==> src/rtl/dtps_pkg.sv <==
// shared constants and types for the drying cabinet plant step
`default_nettype none
package dtps_pkg;

  localparam int FRAC_BITS = 16;
  localparam logic [16:0] Q_ONE = 17'h10000;
  localparam logic [47:0] RATE_CAP = 48'h8000_0000_0000;
  localparam logic signed [22:0] AMBIENT_RESET = 23'sd1310720;
  localparam logic [9:0] SPEEDUP_RESET = 10'd1;
  localparam logic [10:0] DIVISOR = 11'd1000;

  // serial unit widths
  localparam int MULA_W = 64;
  localparam int MULB_W = 33;
  localparam int DIV_W = 64;

  // register indexes
  localparam logic [2:0] REG_HEATER_GAIN = 3'd0;
  localparam logic [2:0] REG_SOLAR_GAIN = 3'd1;
  localparam logic [2:0] REG_BASE_LOSS = 3'd2;
  localparam logic [2:0] REG_FAN_EXTRA_LOSS = 3'd3;
  localparam logic [2:0] REG_DRYING_RATE = 3'd4;
  localparam logic [2:0] REG_AMBIENT_TEMP = 3'd5;
  localparam logic [2:0] REG_TIME_SPEEDUP = 3'd6;

  typedef struct packed {
    logic start;
    logic [MULA_W-1:0] a;
    logic [MULB_W-1:0] b;
  } mul_req_t;

  typedef struct packed {
    logic start;
    logic [DIV_W-1:0] dividend;
  } div_req_t;

endpackage
`default_nettype wire

==> src/rtl/dtps_mul.sv <==
// bit-serial shift-add multiplier, one multiplier bit per cycle
`default_nettype none
module dtps_mul
  import dtps_pkg::*;
(
  input  wire logic              clk,
  input  wire logic              rst,
  input  wire mul_req_t          req,
  output logic                   done,
  output logic [MULA_W-1:0]      prod
);

  localparam int CNT_W = $clog2(MULB_W + 1);

  logic              run;
  logic [CNT_W-1:0]  cnt;
  logic [MULA_W-1:0] mcand;
  logic [MULB_W-1:0] mplier;

  // control
  always_ff @(posedge clk) begin
    if (rst) begin
      run <= 1'b0;
      cnt <= '0;
      done <= 1'b0;
    end else begin
      done <= 1'b0;
      if (req.start) begin
        run <= 1'b1;
        cnt <= CNT_W'(MULB_W);
      end else if (run) begin
        cnt <= cnt - 1'b1;
        if (cnt == CNT_W'(1)) begin
          run <= 1'b0;
          done <= 1'b1;
        end
      end
    end
  end

  // datapath: add shifted multiplicand on each set multiplier bit
  always_ff @(posedge clk) begin
    if (req.start) begin
      prod <= '0;
      mcand <= req.a;
      mplier <= req.b;
    end else if (run) begin
      if (mplier[0]) begin
        prod <= prod + mcand;
      end
      mcand <= {mcand[MULA_W-2:0], 1'b0};
      mplier <= {1'b0, mplier[MULB_W-1:1]};
    end
  end

endmodule
`default_nettype wire

==> src/rtl/dtps_div.sv <==
// bit-serial restoring divider by the constant one thousand
`default_nettype none
module dtps_div
  import dtps_pkg::*;
(
  input  wire logic             clk,
  input  wire logic             rst,
  input  wire div_req_t         req,
  output logic                  done,
  output logic [DIV_W-1:0]      quot
);

  localparam int CNT_W = $clog2(DIV_W + 1);

  logic             run;
  logic [CNT_W-1:0] cnt;
  logic [9:0]       rem;
  logic [10:0]      trial;

  assign trial = {rem, quot[DIV_W-1]};

  // control
  always_ff @(posedge clk) begin
    if (rst) begin
      run <= 1'b0;
      cnt <= '0;
      done <= 1'b0;
    end else begin
      done <= 1'b0;
      if (req.start) begin
        run <= 1'b1;
        cnt <= CNT_W'(DIV_W);
      end else if (run) begin
        cnt <= cnt - 1'b1;
        if (cnt == CNT_W'(1)) begin
          run <= 1'b0;
          done <= 1'b1;
        end
      end
    end
  end

  // dividend shifts out at the top, quotient bits shift in at the bottom
  always_ff @(posedge clk) begin
    if (req.start) begin
      rem <= '0;
      quot <= req.dividend;
    end else if (run) begin
      if (trial >= DIVISOR) begin
        rem <= 10'(trial - DIVISOR);
        quot <= {quot[DIV_W-2:0], 1'b1};
      end else begin
        rem <= trial[9:0];
        quot <= {quot[DIV_W-2:0], 1'b0};
      end
    end
  end

endmodule
`default_nettype wire

==> src/rtl/dryer_thermal_plant_step.sv <==
// drying cabinet thermal plant step, top level with sub-step sequencer
//
//  channel  signals                    direction  payload
//  in       in_valid / in_ready        to block   action, step_ms, flags, solar_level
//  out      out_valid / out_ready      from block cabinet_temp_out, top_temp_out,
//                                                 moisture_out
//  cfg      cfg_we                     to block   cfg_index, cfg_data
//
// a tick runs ceil(step_ms * time_speedup / MAX_SUBSTEP_MS) sub-steps in the shared serial
// multiplier and divider. a full sub-step runs six products and two quotients; the last
// product is skipped when the moisture is wiped out, and the drying part (three products
// and one quotient) when the cabinet is not above ambient.
// a tick's result is registered at the output after its last sub-step, a plant reset
// transaction goes straight to the output state S_TOP; a held result stalls the sequencer.
// rst is synchronous and restores registers and plant state to their defaults.
`default_nettype none
module dryer_thermal_plant_step
  import dtps_pkg::*;
#(
  parameter int MAX_SUBSTEP_MS = 5000
) (
  input  wire logic               clk,
  input  wire logic               rst,
  input  wire logic               in_valid,
  output logic                    in_ready,
  input  wire logic               action,
  input  wire logic [13:0]        step_ms,
  input  wire logic               heater_on,
  input  wire logic               intake_fan_on,
  input  wire logic               stack_fan_on,
  input  wire logic [20:0]        solar_level,
  output logic                    out_valid,
  input  wire logic               out_ready,
  output logic signed [31:0]      cabinet_temp_out,
  output logic signed [31:0]      top_temp_out,
  output logic [16:0]             moisture_out,
  input  wire logic               cfg_we,
  input  wire logic [2:0]         cfg_index,
  input  wire logic [30:0]        cfg_data
);

  localparam int HW = $clog2(MAX_SUBSTEP_MS + 1);
  localparam logic [23:0] MAX_MS = 24'(MAX_SUBSTEP_MS);

  localparam logic [3:0] S_IDLE  = 4'd0;
  localparam logic [3:0] S_SUB   = 4'd1;
  localparam logic [3:0] S_MSOL  = 4'd2;
  localparam logic [3:0] S_MLOSS = 4'd3;
  localparam logic [3:0] S_MRH   = 4'd4;
  localparam logic [3:0] S_DRH   = 4'd5;
  localparam logic [3:0] S_DRV   = 4'd6;
  localparam logic [3:0] S_MDRY  = 4'd7;
  localparam logic [3:0] S_MFH   = 4'd8;
  localparam logic [3:0] S_DF    = 4'd9;
  localparam logic [3:0] S_MM    = 4'd10;
  localparam logic [3:0] S_TOP   = 4'd11;

  // configuration registers
  logic [30:0]        heater_gain, solar_gain, base_loss, fan_extra_loss, drying_rate;
  logic signed [22:0] ambient_temp;
  logic [9:0]         time_speedup;

  // plant state and per-transaction context
  logic signed [31:0] cabinet_temp;
  logic [16:0]        moisture_left;
  logic [3:0]         state;
  logic [23:0]        total_ms;
  logic [HW-1:0]      h;
  logic               heat_l, intake_l, stack_l;
  logic [20:0]        solar_l;
  logic [35:0]        solar_term;
  logic               rate_neg;

  mul_req_t           mreq;
  div_req_t           dreq;
  logic               mdone, ddone;
  logic [MULA_W-1:0]  prod;
  logic [DIV_W-1:0]   quot;

  dtps_mul u_mul (.clk(clk), .rst(rst), .req(mreq), .done(mdone), .prod(prod));
  dtps_div u_div (.clk(clk), .rst(rst), .req(dreq), .done(ddone), .quot(quot));

  assign in_ready = (state == S_IDLE);

  // configuration writes
  always_ff @(posedge clk) begin
    if (rst) begin
      heater_gain <= '0;
      solar_gain <= '0;
      base_loss <= '0;
      fan_extra_loss <= '0;
      drying_rate <= '0;
      ambient_temp <= AMBIENT_RESET;
      time_speedup <= SPEEDUP_RESET;
    end else if (cfg_we) begin
      case (cfg_index)
        REG_HEATER_GAIN:    heater_gain <= cfg_data;
        REG_SOLAR_GAIN:     solar_gain <= cfg_data;
        REG_BASE_LOSS:      base_loss <= cfg_data;
        REG_FAN_EXTRA_LOSS: fan_extra_loss <= cfg_data;
        REG_DRYING_RATE:    drying_rate <= cfg_data;
        REG_AMBIENT_TEMP:   ambient_temp <= cfg_data[22:0];
        REG_TIME_SPEEDUP:   time_speedup <= cfg_data[9:0];
        default: ;
      endcase
    end
  end

  // datapath helpers
  logic [31:0]        coef;
  logic signed [32:0] diff;
  logic [32:0]        diff_mag;
  logic [47:0]        prod_q;
  logic [47:0]        prod_qc;
  logic signed [50:0] rate_raw;
  logic signed [50:0] rate_c;
  logic [47:0]        rate_mag;
  logic signed [53:0] cab_sum;
  logic signed [31:0] cab_sat;
  logic [DIV_W-1:0]   f_val;
  logic signed [34:0] top_raw;
  logic signed [31:0] top_sat;
  logic [HW-1:0]      h_next;

  always_comb begin
    coef = {1'b0, base_loss} + (stack_l ? {1'b0, fan_extra_loss} : 32'd0);
    diff = 33'(cabinet_temp) - 33'(ambient_temp);
    diff_mag = diff[32] ? 33'(-diff) : 33'(diff);
    prod_q = prod[63:16];
    prod_qc = (prod_q > RATE_CAP) ? RATE_CAP : prod_q;
    // net heating rate, loss sign follows the temperature difference
    rate_raw = $signed({20'd0, heat_l ? heater_gain : 31'd0})
             + $signed({15'd0, solar_term})
             - (diff[32] ? -$signed({3'd0, prod_qc}) : $signed({3'd0, prod_qc}));
    if (rate_raw > $signed({3'd0, RATE_CAP})) begin
      rate_c = $signed({3'd0, RATE_CAP});
    end else if (rate_raw < -$signed({3'd0, RATE_CAP})) begin
      rate_c = -$signed({3'd0, RATE_CAP});
    end else begin
      rate_c = rate_raw;
    end
    rate_mag = rate_c[50] ? 48'(-rate_c) : 48'(rate_c);
    // temperature update with int32 saturation
    cab_sum = 54'(cabinet_temp) + (rate_neg ? -$signed({1'b0, quot[52:0]})
                                             : $signed({1'b0, quot[52:0]}));
    if (cab_sum > 54'sd2147483647) begin
      cab_sat = 32'sh7FFF_FFFF;
    end else if (cab_sum < -54'sd2147483648) begin
      cab_sat = 32'sh8000_0000;
    end else begin
      cab_sat = 32'(cab_sum);
    end
    f_val = stack_l ? quot : {1'b0, quot[DIV_W-1:1]};
    // top reading: stratification and evaporative cooling
    top_raw = 35'(cabinet_temp) - (stack_l ? 35'sd131072 : 35'sd262144)
            - $signed({1'b0, 19'({moisture_left, 1'b0}) + 19'(moisture_left)});
    if (top_raw < -35'sd2147483648) begin
      top_sat = 32'sh8000_0000;
    end else begin
      top_sat = 32'(top_raw);
    end
    h_next = (total_ms < MAX_MS) ? total_ms[HW-1:0] : MAX_MS[HW-1:0];
  end

  // serial unit launches, taken on the edge that leaves each state
  always_comb begin
    mreq = '{start: 1'b0, a: '0, b: '0};
    dreq = '{start: 1'b0, dividend: prod};
    case (state)
      S_SUB: begin
        if (total_ms != '0) begin
          mreq = '{start: 1'b1, a: MULA_W'(solar_gain), b: MULB_W'(solar_l)};
        end
      end
      S_MSOL: begin
        if (mdone) begin
          mreq = '{start: 1'b1, a: MULA_W'(coef), b: diff_mag};
        end
      end
      S_MLOSS: begin
        if (mdone) begin
          mreq = '{start: 1'b1, a: MULA_W'(rate_mag), b: MULB_W'(h)};
        end
      end
      S_MRH: begin
        if (mdone) begin
          dreq.start = 1'b1;
        end
      end
      S_DRV: begin
        if (!diff[32] && diff != '0) begin
          mreq = '{start: 1'b1, a: MULA_W'(drying_rate), b: diff_mag};
        end
      end
      S_MDRY: begin
        if (mdone) begin
          mreq = '{start: 1'b1, a: MULA_W'(prod_qc), b: MULB_W'(h)};
        end
      end
      S_MFH: begin
        if (mdone) begin
          dreq.start = 1'b1;
        end
      end
      S_DF: begin
        if (ddone && f_val < DIV_W'(Q_ONE)) begin
          mreq = '{start: 1'b1, a: f_val, b: MULB_W'(moisture_left)};
        end
      end
      default: ;
    endcase
  end

  // sub-step sequencer
  always_ff @(posedge clk) begin
    if (rst) begin
      state <= S_IDLE;
      out_valid <= 1'b0;
      cabinet_temp <= 32'(AMBIENT_RESET);
      moisture_left <= Q_ONE;
    end else begin
      if (out_valid && out_ready && state != S_TOP) begin
        out_valid <= 1'b0;
      end
      case (state)
        S_IDLE: begin
          if (in_valid) begin
            heat_l <= heater_on;
            intake_l <= intake_fan_on;
            solar_l <= solar_level;
            total_ms <= 24'(step_ms * time_speedup);
            if (action) begin
              cabinet_temp <= 32'(ambient_temp);
              moisture_left <= Q_ONE;
              stack_l <= 1'b0;
              state <= S_TOP;
            end else begin
              stack_l <= stack_fan_on;
              state <= S_SUB;
            end
          end
        end
        S_SUB: begin
          if (total_ms == '0) begin
            state <= S_TOP;
          end else begin
            h <= h_next;
            total_ms <= total_ms - 24'(h_next);
            state <= S_MSOL;
          end
        end
        S_MSOL: begin
          if (mdone) begin
            solar_term <= intake_l ? prod[51:16] : 36'd0;
            state <= S_MLOSS;
          end
        end
        S_MLOSS: begin
          if (mdone) begin
            rate_neg <= rate_c[50];
            state <= S_MRH;
          end
        end
        S_MRH: begin
          if (mdone) begin
            state <= S_DRH;
          end
        end
        S_DRH: begin
          if (ddone) begin
            cabinet_temp <= cab_sat;
            state <= S_DRV;
          end
        end
        S_DRV: begin
          if (!diff[32] && diff != '0) begin
            state <= S_MDRY;
          end else begin
            state <= S_SUB;
          end
        end
        S_MDRY: begin
          if (mdone) begin
            state <= S_MFH;
          end
        end
        S_MFH: begin
          if (mdone) begin
            state <= S_DF;
          end
        end
        S_DF: begin
          if (ddone) begin
            if (f_val >= DIV_W'(Q_ONE)) begin
              moisture_left <= '0;
              state <= S_SUB;
            end else begin
              state <= S_MM;
            end
          end
        end
        S_MM: begin
          if (mdone) begin
            moisture_left <= moisture_left - prod[32:16];
            state <= S_SUB;
          end
        end
        S_TOP: begin
          if (!out_valid || out_ready) begin
            cabinet_temp_out <= cabinet_temp;
            top_temp_out <= top_sat;
            moisture_out <= moisture_left;
            out_valid <= 1'b1;
            state <= S_IDLE;
          end
        end
        default: state <= S_IDLE;
      endcase
    end
  end

endmodule
`default_nettype wire

==> config.mk <==
export PLATFORM = sky130hd
export DESIGN_NAME = dryer_thermal_plant_step
export DESIGN_NICKNAME = d
export VERILOG_FILES = /design/src/rtl/dtps_pkg.sv /design/src/rtl/dtps_mul.sv /design/src/rtl/dtps_div.sv /design/src/rtl/dryer_thermal_plant_step.sv
export SDC_FILE = /design/constraint.sdc
export NUM_CORES = 2
export LEC_CHECK = 0
export BUFFER_PORTS_ARGS = -buffer_cell sky130_fd_sc_hd__buf_2
export CAP_MARGIN = 10
export CELL_PAD_IN_SITES_DETAIL_PLACEMENT = 0
export CELL_PAD_IN_SITES_GLOBAL_PLACEMENT = 1
export CORE_AREA = 4 4 333 335
export CTS_CLUSTER_DIAMETER = 50
export DETAILED_ROUTE_END_ITERATION = 6
export DIE_AREA = 0 0 337 339
export PLACE_DENSITY_LB_ADDON = 0.1
export SETUP_SLACK_MARGIN = 0.2
export SLEW_MARGIN = 20
export SYNTH_ARGS = -nofsm -noshare
export SYNTH_HDL_FRONTEND = slang
export SYNTH_SLANG_ARGS = --single-unit
==> constraint.sdc <==
create_clock -name clk -period 14.85 [get_ports clk]
set_input_delay 2.2275 -clock clk [delete_from_list [all_inputs] [get_ports clk]]
set_output_delay 2.2275 -clock clk [all_outputs]
set_load 0.01 [all_outputs]
Yosys cells after proc, flatten, opt, wreduce, memory -nomap -nowiden
Cells that the tools add are included.
- memories: 0
- bits in writable memories: 0
- bits in read-only memories: 0
- logic and storage cells: 214
- bits of input ports: 78
- latch bits: 0
- output and inout bits: 83
- register bits after elaboration: 673
- bitwise gates (word level): 4
- muxes and demuxes: 74
- divide/modulo/power cells: 0
- shift operators: 0
- add/subtract/negate cells: 18
- magnitude comparators: 10
- equal/unequal tests: 33
- $mul: 1
- reductions and logical operators: 39
- operators by type and width (kind ; number):
    $mux 98 ; 6
    $pmux 98 s6 ; 1
    $mux 64 ; 5
    $mux 32 ; 5
    $mux 51 ; 3
    $mux 33 ; 3
    $mux 48 ; 2
    $mux 17 ; 5
    $add 64x64->64 ; 1
    $ge 64x17->1 const B ; 1
    $lt 64x17->1 const B ; 1
    $pmux 32 s2 ; 1
    $mux 31 ; 2
    $add 32x54->54 ; 1
    $gt 54x32->1 const B ; 1
    $lt 54x32->1 const B ; 1
    $mux 54 ; 1
    $neg 53->54 ; 1
    $mux 4 ; 13
    $gt 51x49->1 const B ; 1
    $lt 51x48->1 const B ; 1
    $neg 48->51 ; 1
    $pmux 17 s3 ; 1
    $sub 38x51->51 ; 1
    58 further kinds ; 120

Longest topological paths before layout
- depth after elaboration: 13
- depth in mapped cells: 48

By module
A second synthesis with hierarchy kept.
- cells, all modules: 6473
- area total of the unflattened synthesis: 54237.0 um^2
- modules (own cells, without submodules) (module ; cells an instance ; instances ; area an instance (um^2) ; sequential area each (um^2)):
    dryer_thermal_plant_step ; 5129 ; 1 ; 40108.5 ; 10219.8
    dtps_mul ; 1098 ; 1 ; 10498.8 ; 4354.2
    dtps_div ; 246 ; 1 ; 3629.7 ; 2302.2

Least setup slack after synthesis
OpenSTA, ideal clock, no wires.
- kind: flip-flop to flip-flop
- start: register u_mul.prod[33]
- end: register u_mul.mcand[34] (data pin)
- arrival: 10167 ps
- setup time: 262 ps
- stages on the path, launching flop included: 45
- data required time: 14588 ps
- path slack: 4421 ps
- buffers on the path: 7
- cells stage by stage: dfxtp_1 buf_2 or4_4 or4_4 or4_4 o21ai_2 buf_2 clkbuf_1 and2_1 inv_1 ha_1 o21ai_0 or2_2 a31oi_1 clkbuf_1 a311o_1 ha_1 nand2_1 (+9 left out) nand2_1 xnor2_1 nand4b_1 ha_1 clkbuf_1 clkbuf_1 clkbuf_1 or3_1 ha_1 inv_1 nor2_1 inv_1 o41a_1 nor2b_1 o21ai_0 xor2_1 a222oi_1 inv_1
- longest elaborated chain between the ends: 13
- ends and longest elaborated chain (item ; RTL line ; text):
    from (decl) ; dtps_mul.sv:10 ; output logic [MULA_W-1:0] prod
    from (signal assigned) ; dtps_mul.sv:49 ; prod <= prod + mcand;
    $gt 48x48->1 ; dryer_thermal_plant_step.sv:130 ; prod_qc = (prod_q > RATE_CAP) ? RATE_CAP : prod_q;
    $mux 48 * ; dryer_thermal_plant_step.sv:130 ;
    $neg 48->51 ; dryer_thermal_plant_step.sv:134 ; - (diff[32] ? -$signed({3'd0, prod_qc}) : $signed({3'd0, prod_qc}));
    $mux 51 ; dryer_thermal_plant_step.sv:134 ;
    $sub 38x51->51 ; dryer_thermal_plant_step.sv:134 ;
    $lt 51x48->1 ; dryer_thermal_plant_step.sv:137 ; end else if (rate_raw < -$signed({3'd0, RATE_CAP})) begin
    $mux 51 ; dryer_thermal_plant_step.sv:137 ;
    $mux 51 ; dryer_thermal_plant_step.sv:135 ; if (rate_raw > $signed({3'd0, RATE_CAP})) begin
    $neg 48->48 ; dryer_thermal_plant_step.sv:142 ; rate_mag = rate_c[50] ? 48'(-rate_c) : 48'(rate_c);
    $mux 48 ; dryer_thermal_plant_step.sv:142 ;
    $mux 98 ; dryer_thermal_plant_step.sv:181 ; if (mdone) begin
    $pmux 98 s6 * ; dryer_thermal_plant_step.sv:169 ; case (state)
    $mux 64 * ; dtps_mul.sv:43 ; if (req.start) begin
    to (signal assigned) ; dtps_mul.sv:45 ; mcand <= req.a;
    to (signal assigned) ; dtps_mul.sv:51 ; mcand <= {mcand[MULA_W-2:0], 1'b0};
    to (decl) ; dtps_mul.sv:17 ; logic [MULA_W-1:0] mcand;
Mark *: on every way between the ends. The rest lies on a longest branch, timed or not.
A chain may end at the register's enable or synchronous reset.

Worst setup path after layout
- start: register cabinet_temp[0]
- end: register u_mul.mcand[34] (data pin)
- longest elaborated chain between the ends: 11
- ends and longest elaborated chain (item ; RTL line ; text):
    from (decl) ; dryer_thermal_plant_step.sv:64 ; logic signed [31:0] cabinet_temp;
    from (signal assigned) ; dryer_thermal_plant_step.sv:219 ; cabinet_temp <= 32'(AMBIENT_RESET);
    from (signal assigned) ; dryer_thermal_plant_step.sv:233 ; cabinet_temp <= 32'(ambient_temp);
    from (signal assigned) ; dryer_thermal_plant_step.sv:271 ; cabinet_temp <= cab_sat;
    $sub 32x23->33 * ; dryer_thermal_plant_step.sv:127 ; diff = 33'(cabinet_temp) - 33'(ambient_temp);
    $mux 51 ; dryer_thermal_plant_step.sv:134 ;
    $sub 38x51->51 ; dryer_thermal_plant_step.sv:134 ;
    $lt 51x48->1 ; dryer_thermal_plant_step.sv:137 ;
    $mux 51 ; dryer_thermal_plant_step.sv:137 ;
    $mux 51 ; dryer_thermal_plant_step.sv:135 ;
    $neg 48->48 ; dryer_thermal_plant_step.sv:142 ;
    $mux 48 ; dryer_thermal_plant_step.sv:142 ;
    $mux 98 ; dryer_thermal_plant_step.sv:181 ;
    $pmux 98 s6 * ; dryer_thermal_plant_step.sv:169 ;
    $mux 64 * ; dtps_mul.sv:43 ;
Marked as above.

==> results.yml <==
clock_network:
  cts_buffers: 103
  clkSinkCount: 673
  clk_pin_slew_ns: 0.06
  cts_hold_buf: 0
  insertion_delay_ns: 0.71
  cts_resized: 0
  post_cts_buffers: 0
  cts-root-buf: "clkbuf_16"
  cts_tree: "yes"
  htreeDepth: 3
  clk_path_buf_depth: 3
worst_setup_path:
  startpoint_type: "flip-flop"
  path_class: "flip-flop to flip-flop"
  cp.arrival_ns: 12.91
  reg2regPathDepth: 40
  startpoint: "cabinet_temp[0]"
  reg2reg_from: "cabinet_temp[0]"
  cp_slowest_cell: "o2111ai_1"
  cp_max_fo: 19
  critPathMaxStageDelay_ns: 0.77
  crit_path_end: "u_mul.mcand[34]"
  crit_required_ns: 15.30
  cp_common_cell: "inv_1"
  endpoint_kind: "flip-flop"
  ff2ff_setup_slack_ns: 2.38
  r2r_end: "u_mul.mcand[34]"
drt:
  vias_per_cell: 6.08
  antenna_left: 0
  routed_wl_um: 187000
  drc: 14
  first_pass_iters: 7
  wl_per_cell_um: 23.7
  vias: 48000
  drtIter0Drc: 4923
timing:
  rsz0062_at_grt: "no"
  tightestPinTransition_ns: 1.16
  setup_viol: 0
  fin_crit_sh: 0.840
  setup_tns_ns: 0
  skew_ns: 0.0319
  fin_crit_ns: 12.47
  slew_violations: 0
  timing.fmax_mhz: 80.2
  holdWs_ns: 0.448
  slew_headroom: 0.228
  finalHoldViolCount: 0
floorplanning:
  die_w_um: 337
  top_level_ports: 161
  core_region_area_mm2: 0.108
  num_rows: 121
  die_area_mm2: 0.114
  start_util: 0.485
  die_h_um: 339
final_layout:
  drive_gt1_frac: 0.0889
  mostFrequentLayoutCells: "nand2_1 (980), a21oi_1 (602), nor2_1 (481)"
  fillers: 10300
  stdcell_count: 7896
  multi_input_area_mm2: 0.0334
  syn2layout_area_growth_pct: 11.3
  final_common_cell: "nand2_1"
  fin_util: 0.540
  seqCellArea_mm2: 0.0169
  final_nets: 6957
placement:
  dp.cells: 7695
  gp_congestion: 0.972
  port_buffers: 160
  place.detailed.hpwl_um: 141000
global_routing:
  gr-usage-met2: 0.496
  top_usage_layer: "met2"
  grt_pass1_vias: 45400
  antenna_found_initial: 9
  grt_pass1_wl_um: 282000
  overflow: 0
  use_met3: 0.0647
  grt_usage: 0.321
  grt_use_met1: 0.451
  grt_start_max_net_pins: 131
yosys:
  synthFlopType: "edfxtp_1"
  synth_area_mm2: 0.0525
  synth-edff-count: 340
  synthArstFlopShare: 0
  synthDistinctLibCells: 111
  synthesis.instances: 6312
  syn_avg_cell_area_um2: 8.31
  ys_ff_latch: 673
  synth-seq-area-share: 0.322
  syn_nets: 6882
  ys.warnings.count: 0
pwr:
  max-vdd-ir-drop_mv: 0.260
  finalPower_mw: 14.3
  p_leak_nw: 23.8
  power_per_cell_area_mw_per_mm2: 244
status:
  violations: "design-rule violations"
  outcome: "finished, violations left"
min_path:
  hp-class: "flip-flop to flip-flop"
flow_run:
  drv_cap: 0
-- cell families after synthesis --
kind of cell    Yosys count  share of synthesized area
flops                   673                      0.322
buf+inv                 609                     0.0447
other cells               1                  0.0000715
mux                      34                    0.00675
compound gates         1683                      0.206
simple gates           2384                      0.215
fa+ha+maj               492                      0.132
xor+xnor                436                     0.0729
-- cell usage after synthesis (all sizes together), types with 15 or more instances --
library cell / n / area share
a211o: 19 / 0.0032
a211oi: 54 / 0.0081
a21boi: 30 / 0.0043
a21o: 127 / 0.018
a21oi: 603 / 0.058
a221o: 17 / 0.0032
a221oi: 29 / 0.0048
a222oi: 36 / 0.0069
a22oi: 36 / 0.0052
a31oi: 56 / 0.0071
a41oi: 18 / 0.0031
and2: 216 / 0.026
and3: 38 / 0.0045
buf: 33 / 0.0035
clkbuf: 253 / 0.018
dfxtp: 333 / 0.13
edfxtp: 340 / 0.19
fa: 105 / 0.040
ha: 387 / 0.092
inv: 323 / 0.023
mux2i: 23 / 0.0044
nand2: 984 / 0.070
nand2b: 72 / 0.0086
nand3: 95 / 0.0092
nand3b: 18 / 0.0026
nand4: 30 / 0.0036
nor2: 492 / 0.035
nor2b: 64 / 0.0076
nor3: 154 / 0.016
nor4: 46 / 0.0059
nor4b: 17 / 0.0032
o211ai: 32 / 0.0046
o21a: 65 / 0.0093
o21ai: 314 / 0.030
o21bai: 51 / 0.0073
o22ai: 15 / 0.0018
o31ai: 46 / 0.0068
o41ai: 17 / 0.0036
or2: 34 / 0.0041
or3: 48 / 0.0060
or4: 30 / 0.0048
xnor2: 294 / 0.049
xor2: 142 / 0.024
-- layer usage --
metal  vias to the layer above  routed length [um]
li1                      22600                   -
met1                     23100               81900
met2                      1911               82500
met3                       319               17000
met4                         2                5950
met5                         -                  13
-- critical path: cells and delay by family, from the launching register on --
family,cells,cell delay [ns]
compound gates,16,6.07
fa+ha+maj,5,1.62
simple gates,11,2.84
xor+xnor,2,0.49
buf+inv,6,0.83
flops,1,0.33
-- per-stage QoR --
stage          setup slack (ns)  instance area (um^2)
4_1_cts                    2.62                 58400
2_1_floorplan              4.42                 52500
5_1_grt                    1.52                 58400
6_report                   2.38                 58400
3_5_place_dp               2.66                 54800
3_3_place_gp               2.83                 54800
-- where the power goes --
group	internal, mW	switching, mW
clock network	1.53	1.01
logic	3.18	5.78
registers	2.41	0.360
total	7.12	7.16
-- flip-flops by register name, indices dropped and copies added, names as in the netlist, 32 cells and up --
signal,flops
solar_term,36
u_mul.prod,64
cabinet_temp_out,32
cabinet_temp,32
top_temp_out,32
u_mul.mplier,33
u_div.quot,64
u_mul.mcand,64
-- final cells by class --
cell class | count | share of cell area
Antenna cell | 5 | 0.000214
Clock buffer | 121 | 0.0478
Clock inverter | 74 | 0.0139
Inverter | 323 | 0.0208
Multi-Input combinational cell | 5030 | 0.572
Sequential cell | 673 | 0.289
Tap cell | 1414 | 0.0303
Timing Repair Buffer | 256 | 0.0266
-- how the worst min path moves through the flow --
stage | endpoint | start | slack (ns) | cells after the start
final | fan_extra_loss[23] | fan_extra_loss[23] | 0.45 | 2
after global routing | heater_gain[16] | heater_gain[16] | 0.47 | 2
after CTS | fan_extra_loss[23] | fan_extra_loss[23] | 0.45 | 2
after detailed placement | fan_extra_loss[23] | fan_extra_loss[23] | 0.44 | 2
after global placement | fan_extra_loss[21] | fan_extra_loss[21] | 0.44 | 2
after floorplan | u_div.rem[9] | u_div.rem[9] | 0.43 | 2
No activity file was read; power rests on OpenSTA's default activity.
